File: config.mk
export PLATFORM = sky130hd
export DESIGN_NAME = tcgr_cursor
export DESIGN_NICKNAME = d
export VERILOG_FILES = /design/src/hw/rtl/tcgr_pkg.sv /design/src/hw/rtl/tcgr_cursor.sv
export SDC_FILE = /design/constraint.sdc
export NUM_CORES = 1
export LEC_CHECK = 0
export ABC_AREA = 1
export BUFFER_PORTS_ARGS = -buffer_cell sky130_fd_sc_hd__buf_4
export CAP_MARGIN = 20
export CORE_MARGIN = 2
export CORE_UTILIZATION = 54
export DETAILED_ROUTE_END_ITERATION = 10
export PLACE_DENSITY = 0.84
export RECOVER_POWER = 50
export SYNTH_ARGS = -nofsm -noshare
export SYNTH_HDL_FRONTEND = slang
export SYNTH_SLANG_ARGS = --single-unit
File: constraint.sdc
create_clock -name clock -period 3.94 [get_ports clock]
set_input_delay 0.197 -clock clock [delete_from_list [all_inputs] [get_ports clock]]
set_output_delay 0.197 -clock clock [all_outputs]
set_load 0.05 [all_outputs]
File: src/hw/rtl/tcgr_pkg.sv
// Shared types, constants and register codes for the text console glyph renderer.
package tcgr_pkg;

   localparam int SCREEN_WIDTH_DEFAULT  = 320;
   localparam int SCREEN_HEIGHT_DEFAULT = 200;

   localparam int FONT_DEPTH = 2048;
   localparam int FONT_AW    = 11;

   localparam logic [9:0] CURSOR_X_MAX = 10'd1023;
   localparam logic [9:0] CURSOR_Y_MAX = 10'd1016;

   // character codes with cursor meaning
   localparam logic [7:0] CHAR_BACKSPACE = 8'd8;
   localparam logic [7:0] CHAR_TAB       = 8'd9;
   localparam logic [7:0] CHAR_NEWLINE   = 8'd10;

   localparam logic OP_RENDER     = 1'b0;
   localparam logic OP_FONT_WRITE = 1'b1;

   // configuration register indexes
   localparam logic [2:0] CSR_WINDOW_LEFT      = 3'd0;
   localparam logic [2:0] CSR_WINDOW_TOP       = 3'd1;
   localparam logic [2:0] CSR_WINDOW_RIGHT     = 3'd2;
   localparam logic [2:0] CSR_WINDOW_BOTTOM    = 3'd3;
   localparam logic [2:0] CSR_BACKGROUND_COLOR = 3'd4;

   localparam logic [8:0] WINDOW_LEFT_RESET      = 9'd50;
   localparam logic [7:0] WINDOW_TOP_RESET       = 8'd50;
   localparam logic [8:0] WINDOW_RIGHT_RESET     = 9'd270;
   localparam logic [7:0] WINDOW_BOTTOM_RESET    = 8'd150;
   localparam logic [7:0] BACKGROUND_COLOR_RESET = 8'd0;

   typedef struct packed {
      logic                op;
      logic [7:0]          char_code;
      logic [7:0]          fg_color;
      logic [FONT_AW-1:0]  font_address;
      logic [7:0]          font_byte;
   } req_type;

   typedef struct packed {
      logic [15:0] pixel_address;
      logic [7:0]  pixel_color;
      logic        last;
   } rsp_type;

   typedef struct packed {
      logic [8:0] left;
      logic [7:0] top;
      logic [8:0] right;
      logic [7:0] bottom;
   } window_type;

   // what one cursor step decided
   typedef struct packed {
      logic       again;  // tab needs its second cell
      logic       draw;   // a cell scan follows
      logic       paint;  // scan paints background instead of glyph bits
      logic [9:0] org_x;
      logic [9:0] org_y;
   } plan_type;

endpackage

File: src/hw/rtl/tcgr_cursor.sv
// Cursor registers and the per-character cursor step (wrap, tab, newline, backspace).
module tcgr_cursor #(
   parameter int SCREEN_WIDTH = tcgr_pkg::SCREEN_WIDTH_DEFAULT
) (
   input  logic                  clock,
   input  logic                  reset,
   input  tcgr_pkg::window_type  win,
   input  logic                  move_en,
   input  logic [7:0]            char_code,
   output tcgr_pkg::plan_type    plan
);

   logic [9:0] cursor_x_ff, cursor_x_in;
   logic [9:0] cursor_y_ff, cursor_y_in;
   logic       tab_phase_ff, tab_phase_in;

   logic [10:0] x_plus;
   logic [10:0] y_plus;
   logic        wrap_need;
   logic [9:0]  y_down;
   logic [9:0]  wrap_x, wrap_y;
   logic [10:0] wrap_x_plus, wrap_y_plus;
   logic [9:0]  adv_x;
   logic        in_window;
   logic        at_left;
   logic signed [12:0] span, span_al, bs_x;
   logic [9:0]  bs_x_c, bs_y_c;
   logic [9:0]  bs_new_x, bs_new_y;

   always_comb begin
      x_plus    = {1'b0, cursor_x_ff} + 11'd8;
      y_plus    = {1'b0, cursor_y_ff} + 11'd8;
      y_down    = (cursor_y_ff < 10'd8) ? 10'd0 : cursor_y_ff - 10'd8;
      wrap_need = x_plus > {2'b0, win.right};
      wrap_x    = wrap_need ? {1'b0, win.left} : cursor_x_ff;
      if (!wrap_need)
         wrap_y = cursor_y_ff;
      else if (y_plus > {1'b0, tcgr_pkg::CURSOR_Y_MAX})
         wrap_y = tcgr_pkg::CURSOR_Y_MAX;
      else
         wrap_y = y_plus[9:0];
      wrap_x_plus = {1'b0, wrap_x} + 11'd8;
      wrap_y_plus = {1'b0, wrap_y} + 11'd8;
      adv_x = (wrap_x_plus > {1'b0, tcgr_pkg::CURSOR_X_MAX}) ? tcgr_pkg::CURSOR_X_MAX
                                                           : wrap_x_plus[9:0];
      in_window = (wrap_x >= {1'b0, win.left}) && (wrap_x_plus <= {2'b0, win.right}) &&
                  (wrap_y >= {2'b0, win.top}) && (wrap_y_plus <= {3'b0, win.bottom});

      // backspace: step back, wrap to the end of the previous row, or stay put on the top row
      at_left = {1'b0, cursor_x_ff} < ({2'b0, win.left} + 11'd8);
      span    = 13'(SCREEN_WIDTH) - {3'b0, win.left, 1'b0};
      span_al = (span < 0) ? 13'sd0 : (span & ~13'sd7);
      bs_x    = span_al + {4'b0, win.left} - 13'sd8;
      if (bs_x < 0)
         bs_x_c = 10'd0;
      else if (bs_x > 13'sd1023)
         bs_x_c = tcgr_pkg::CURSOR_X_MAX;
      else
         bs_x_c = bs_x[9:0];
      bs_y_c = y_down;
      if (!at_left) begin
         bs_new_x = cursor_x_ff - 10'd8;
         bs_new_y = cursor_y_ff;
      end else if (cursor_y_ff != {2'b0, win.top}) begin
         bs_new_x = bs_x_c;
         bs_new_y = bs_y_c;
      end else begin
         bs_new_x = cursor_x_ff;
         bs_new_y = cursor_y_ff;
      end
   end

   always_comb begin
      cursor_x_in  = cursor_x_ff;
      cursor_y_in  = cursor_y_ff;
      tab_phase_in = tab_phase_ff;
      plan         = '0;
      case (char_code)
         tcgr_pkg::CHAR_NEWLINE: begin
            cursor_x_in = {1'b0, win.left};
            cursor_y_in = (y_plus > {1'b0, tcgr_pkg::CURSOR_Y_MAX}) ?
                          tcgr_pkg::CURSOR_Y_MAX : y_plus[9:0];
         end
         tcgr_pkg::CHAR_TAB: begin
            cursor_x_in  = adv_x;
            cursor_y_in  = wrap_y;
            tab_phase_in = !tab_phase_ff;
            plan.again   = !tab_phase_ff;
         end
         tcgr_pkg::CHAR_BACKSPACE: begin
            cursor_x_in = bs_new_x;
            cursor_y_in = bs_new_y;
            plan.draw   = 1'b1;
            plan.paint  = 1'b1;
            plan.org_x  = bs_new_x;
            plan.org_y  = bs_new_y;
         end
         default: begin
            cursor_x_in = adv_x;
            cursor_y_in = wrap_y;
            plan.draw   = in_window;
            plan.org_x  = wrap_x;
            plan.org_y  = wrap_y;
         end
      endcase
   end

   always_ff @(posedge clock) begin
      if (reset) begin
         cursor_x_ff  <= {1'b0, tcgr_pkg::WINDOW_LEFT_RESET};
         cursor_y_ff  <= {2'b0, tcgr_pkg::WINDOW_TOP_RESET};
         tab_phase_ff <= 1'b0;
      end else if (move_en) begin
         cursor_x_ff  <= cursor_x_in;
         cursor_y_ff  <= cursor_y_in;
         tab_phase_ff <= tab_phase_in;
      end
   end

endmodule

==> flow_summary.json <==
{
  "status": "finished, violations left",
  "failed_checks": "negative setup slack",
  "dr_wl_met3_um": 2140,
  "vias_per_cell": 5.88,
  "clk_latency_ns": 0.27,
  "num_rows": 33,
  "syn-instance-count": 767,
  "rsz0062_at_grt": "yes",
  "leakage_nw": 3.45,
  "grt.total_usage_pct": 37.8,
  "timing.fmax_mhz": 228,
  "antenna_found_initial": 0,
  "grt_pass1_vias": 5924,
  "slowest_stage": "o41ai_4",
  "synthTopCellsByArea": "ha_1 20%, nand2_1 13%, inv_1 11%",
  "hold_ws_ns": 0.242,
  "drc": 0,
  "slew_headroom_pct": 45.6,
  "critPathMaxStageDelay_ns": 0.40,
  "route.vias.total": 6142,
  "route.met2.wl_um": 8510,
  "start_kind": "flop",
  "tritoncts": "yes",
  "nets": 1062,
  "worstPathArrival_ns": 4.18,
  "clock-root-buffer": "clkbuf_8",
  "synthArstFlopShare_pct": 0,
  "ios": 68,
  "core-area_um2": 8260,
  "wl_met1_um": 7510,
  "yosysTopAreaCell": "ha_1",
  "die_area_um2": 9350,
  "seq_area_frac_synth_pct": 9.06,
  "setup_viol": 8,
  "routedWlPerCell_um": 17.8,
  "clockBufferDepth": 2,
  "syn_area_um2": 4640,
  "drv_slew": 0,
  "yosysWarnings": 0,
  "io_buffer_count": 67,
  "initial_core_util_pct": 56.2,
  "dp_hpwl_um": 14400,
  "ys_seq_elements": 21,
  "synth_edf_count": 0,
  "regArea_um2": 424,
  "cts_hold_buf": 0,
  "p_per_area_nw_per_um2": 401,
  "area_delta_synth_final_pct": 42.7,
  "syn_area_per_cell_um2": 6.05,
  "hp-class": "primary input to flop",
  "cts_sinks": 21,
  "synthFlopType": "dfxtp_1",
  "final_antenna_net_count": 0,
  "hold_violations": 0,
  "tns_ns": -0.822,
  "maxCapViolCount": 0,
  "crit_cells": 29,
  "ff2ff_path_depth": 27,
  "antenna_cells": 0,
  "first_pass_iters": 5,
  "crit_required_ns": 3.74,
  "fillCellCount": 613,
  "synth.distinct_cells": 47,
  "grt_pass1_wl_um": 29100,
  "synthesis.nets": 888,
  "period_needed_ns": 4.38,
  "cts_htree_levels": 1,
  "gp_congestion": 0.993,
  "die_height_um": 96.7,
  "worst_pin_slew_ns": 0.815,
  "drt_iter0_markers": 515,
  "overflow": 0,
  "die_w_um": 96.7,
  "yosysMostFrequentCell": "nand2_1",
  "cp_max_fo": 8,
  "worst_hold_path.num_cells": 2,
  "fin_skew_ns": 0.00522,
  "end_kind": "output port",
  "vdd_ir_drop_max_mv": 0.265,
  "synth_common_cells": "159 x nand2_1, 132 x inv_1, 75 x ha_1",
  "critPathBufInv": 5,
  "fin_ws_ns": -0.441,
  "placed_area_um2": 6030,
  "cp_common_cell": "nand2_2",
  "final_area_um2": 6620,
  "critPathKind": "flop to output port",
  "grt_max_degree": 29,
  "crit_family": "simple AND/OR/NAND/NOR gates",
  "multi_input_area_um2": 4020,
  "drive_gt1_share_pct": 32.3,
  "post-route-period-util_pct": 111,
  "routed.top_layer": "met4",
  "clk_pin_slew_ns": 0.09,
  "p_total_mw": 2.66,
  "routed_wl_um": 18600,
  "numCtsBuffers": 3,
  "yosysTopAreaCellShare_pct": 20.2
}
sequential cells by signal, indices dropped and copies added (netlist names):
| signal | count |
|---|---|
| cursor_y_ff | 10 |
| cursor_x_ff | 10 |
| tab_phase_ff | 1 |
worst register-to-register path, cell delays in order (launching register included):
cell     delay (ns)
dfxtp_2        0.35
inv_2          0.06
nor3_4         0.21
xor2_1         0.17
inv_1          0.10
ha_4           0.28
nand2_2        0.07
nor2_4         0.12
nand2_1        0.06
nand2_1        0.06
nand2_1        0.06
nand2_2        0.07
nand2_4        0.08
buf_12         0.14
nand3_1        0.07
nand2_2        0.09
buf_6          0.14
buf_4          0.13
inv_1          0.12
ha_1           0.16
inv_1          0.04
nor2_1         0.13
nand3_1        0.09
nor2_1         0.14
nand3_1        0.09
nand2_1        0.10
nand2_1        0.08
a21oi_2        0.14
timing repair:
| item | 4_1_cts | 5_1_grt |
|---|---|---|
| setup endpoints to repair | 10 | 11 |
| pin swaps | 35 | 38 |
| buffers inserted | 7 | 8 |
| gates resized for setup | 68 | 54 |
routing by layer:
metal,global-route usage [%],up-vias
met3,5.49,47
met1,52.9,2793
li1,-,2907
met5,0,-
met4,10.4,0
met2,60.5,395
cell families (layout without fill, tap and decap cells):
group	Yosys count	count (layout)	share of synthesized area (%)
AO/OA/AOI/OAI	167	167	21.1
XOR/XNOR	28	28	5.28
adder cells (fa/ha/maj)	76	76	20.7
buffers and inverters	158	331	13.6
flip-flops	21	21	9.06
AND/OR/NAND/NOR	317	317	30.3
cell usage in the layout, fill, tap and decap left out, types with 3 or more instances in the layout:
| master | instances |
|---|---|
| nor3_1 | 7 |
| ha_4 | 12 |
| xnor2_1 | 5 |
| buf_6 | 6 |
| buf_4 | 174 |
| nor3_2 | 3 |
| a21oi_2 | 8 |
| ha_1 | 61 |
| clkbuf_4 | 4 |
| buf_12 | 3 |
| o21ai_2 | 11 |
| o21ai_0 | 44 |
| xor2_1 | 23 |
| nand3_2 | 9 |
| o22ai_1 | 4 |
| dfxtp_2 | 3 |
| a41oi_1 | 3 |
| nand3_1 | 54 |
| dfxtp_1 | 18 |
| nand2_1 | 138 |
| nor2_1 | 49 |
| inv_1 | 123 |
| nand2_4 | 4 |
| nor2_4 | 3 |
| clkbuf_1 | 3 |
| clkbuf_8 | 3 |
| inv_2 | 11 |
| nand2_2 | 26 |
| o21ai_1 | 14 |
| a21oi_1 | 44 |
| nor2_2 | 5 |
| nand4_1 | 11 |
| o211ai_1 | 18 |
| o21ai_4 | 3 |
area by class of cell:
| class | count | share of cell area, % |
|---|---|---|
| multi-input combinational | 588 | 60.7 |
| timing repair buffer | 191 | 22.5 |
| inverter | 136 | 7.75 |
| sequential | 21 | 6.40 |
| tap | 105 | 1.98 |
| clock buffer | 4 | 0.680 |
power by group:
| part | internal, mW | switching (mW) |
|---|---|---|
| clock network | 0.0725 | 0.0858 |
| logic | 0.952 | 1.29 |
| registers | 0.236 | 0.0262 |
| total | 1.26 | 1.40 |
worst paths after layout:
path / endpoint / slack, ns / from
max reg2reg: cursor_x_ff[3] / 0.51 / cursor_x_ff[4]
min reg2reg: tab_phase_ff / 0.59 / tab_phase_ff
min: tab_phase_ff / 0.24 / reset
max: plan[21] / -0.44 / cursor_x_ff[4]
per-stage QoR:
step / setup WS (ns) / utilization (%) / std cells
after global placement: -0.253 / 73.1 / 1026
after floorplan: 0.0129 / - / 767
final: -0.441 / 80.2 / 1045
after CTS: -0.323 / 77.4 / 1037
after global routing: -0.629 / 80.2 / 1045
after detailed placement: -0.399 / 73.1 / 1026
Power figures use the tool's default switching activity.
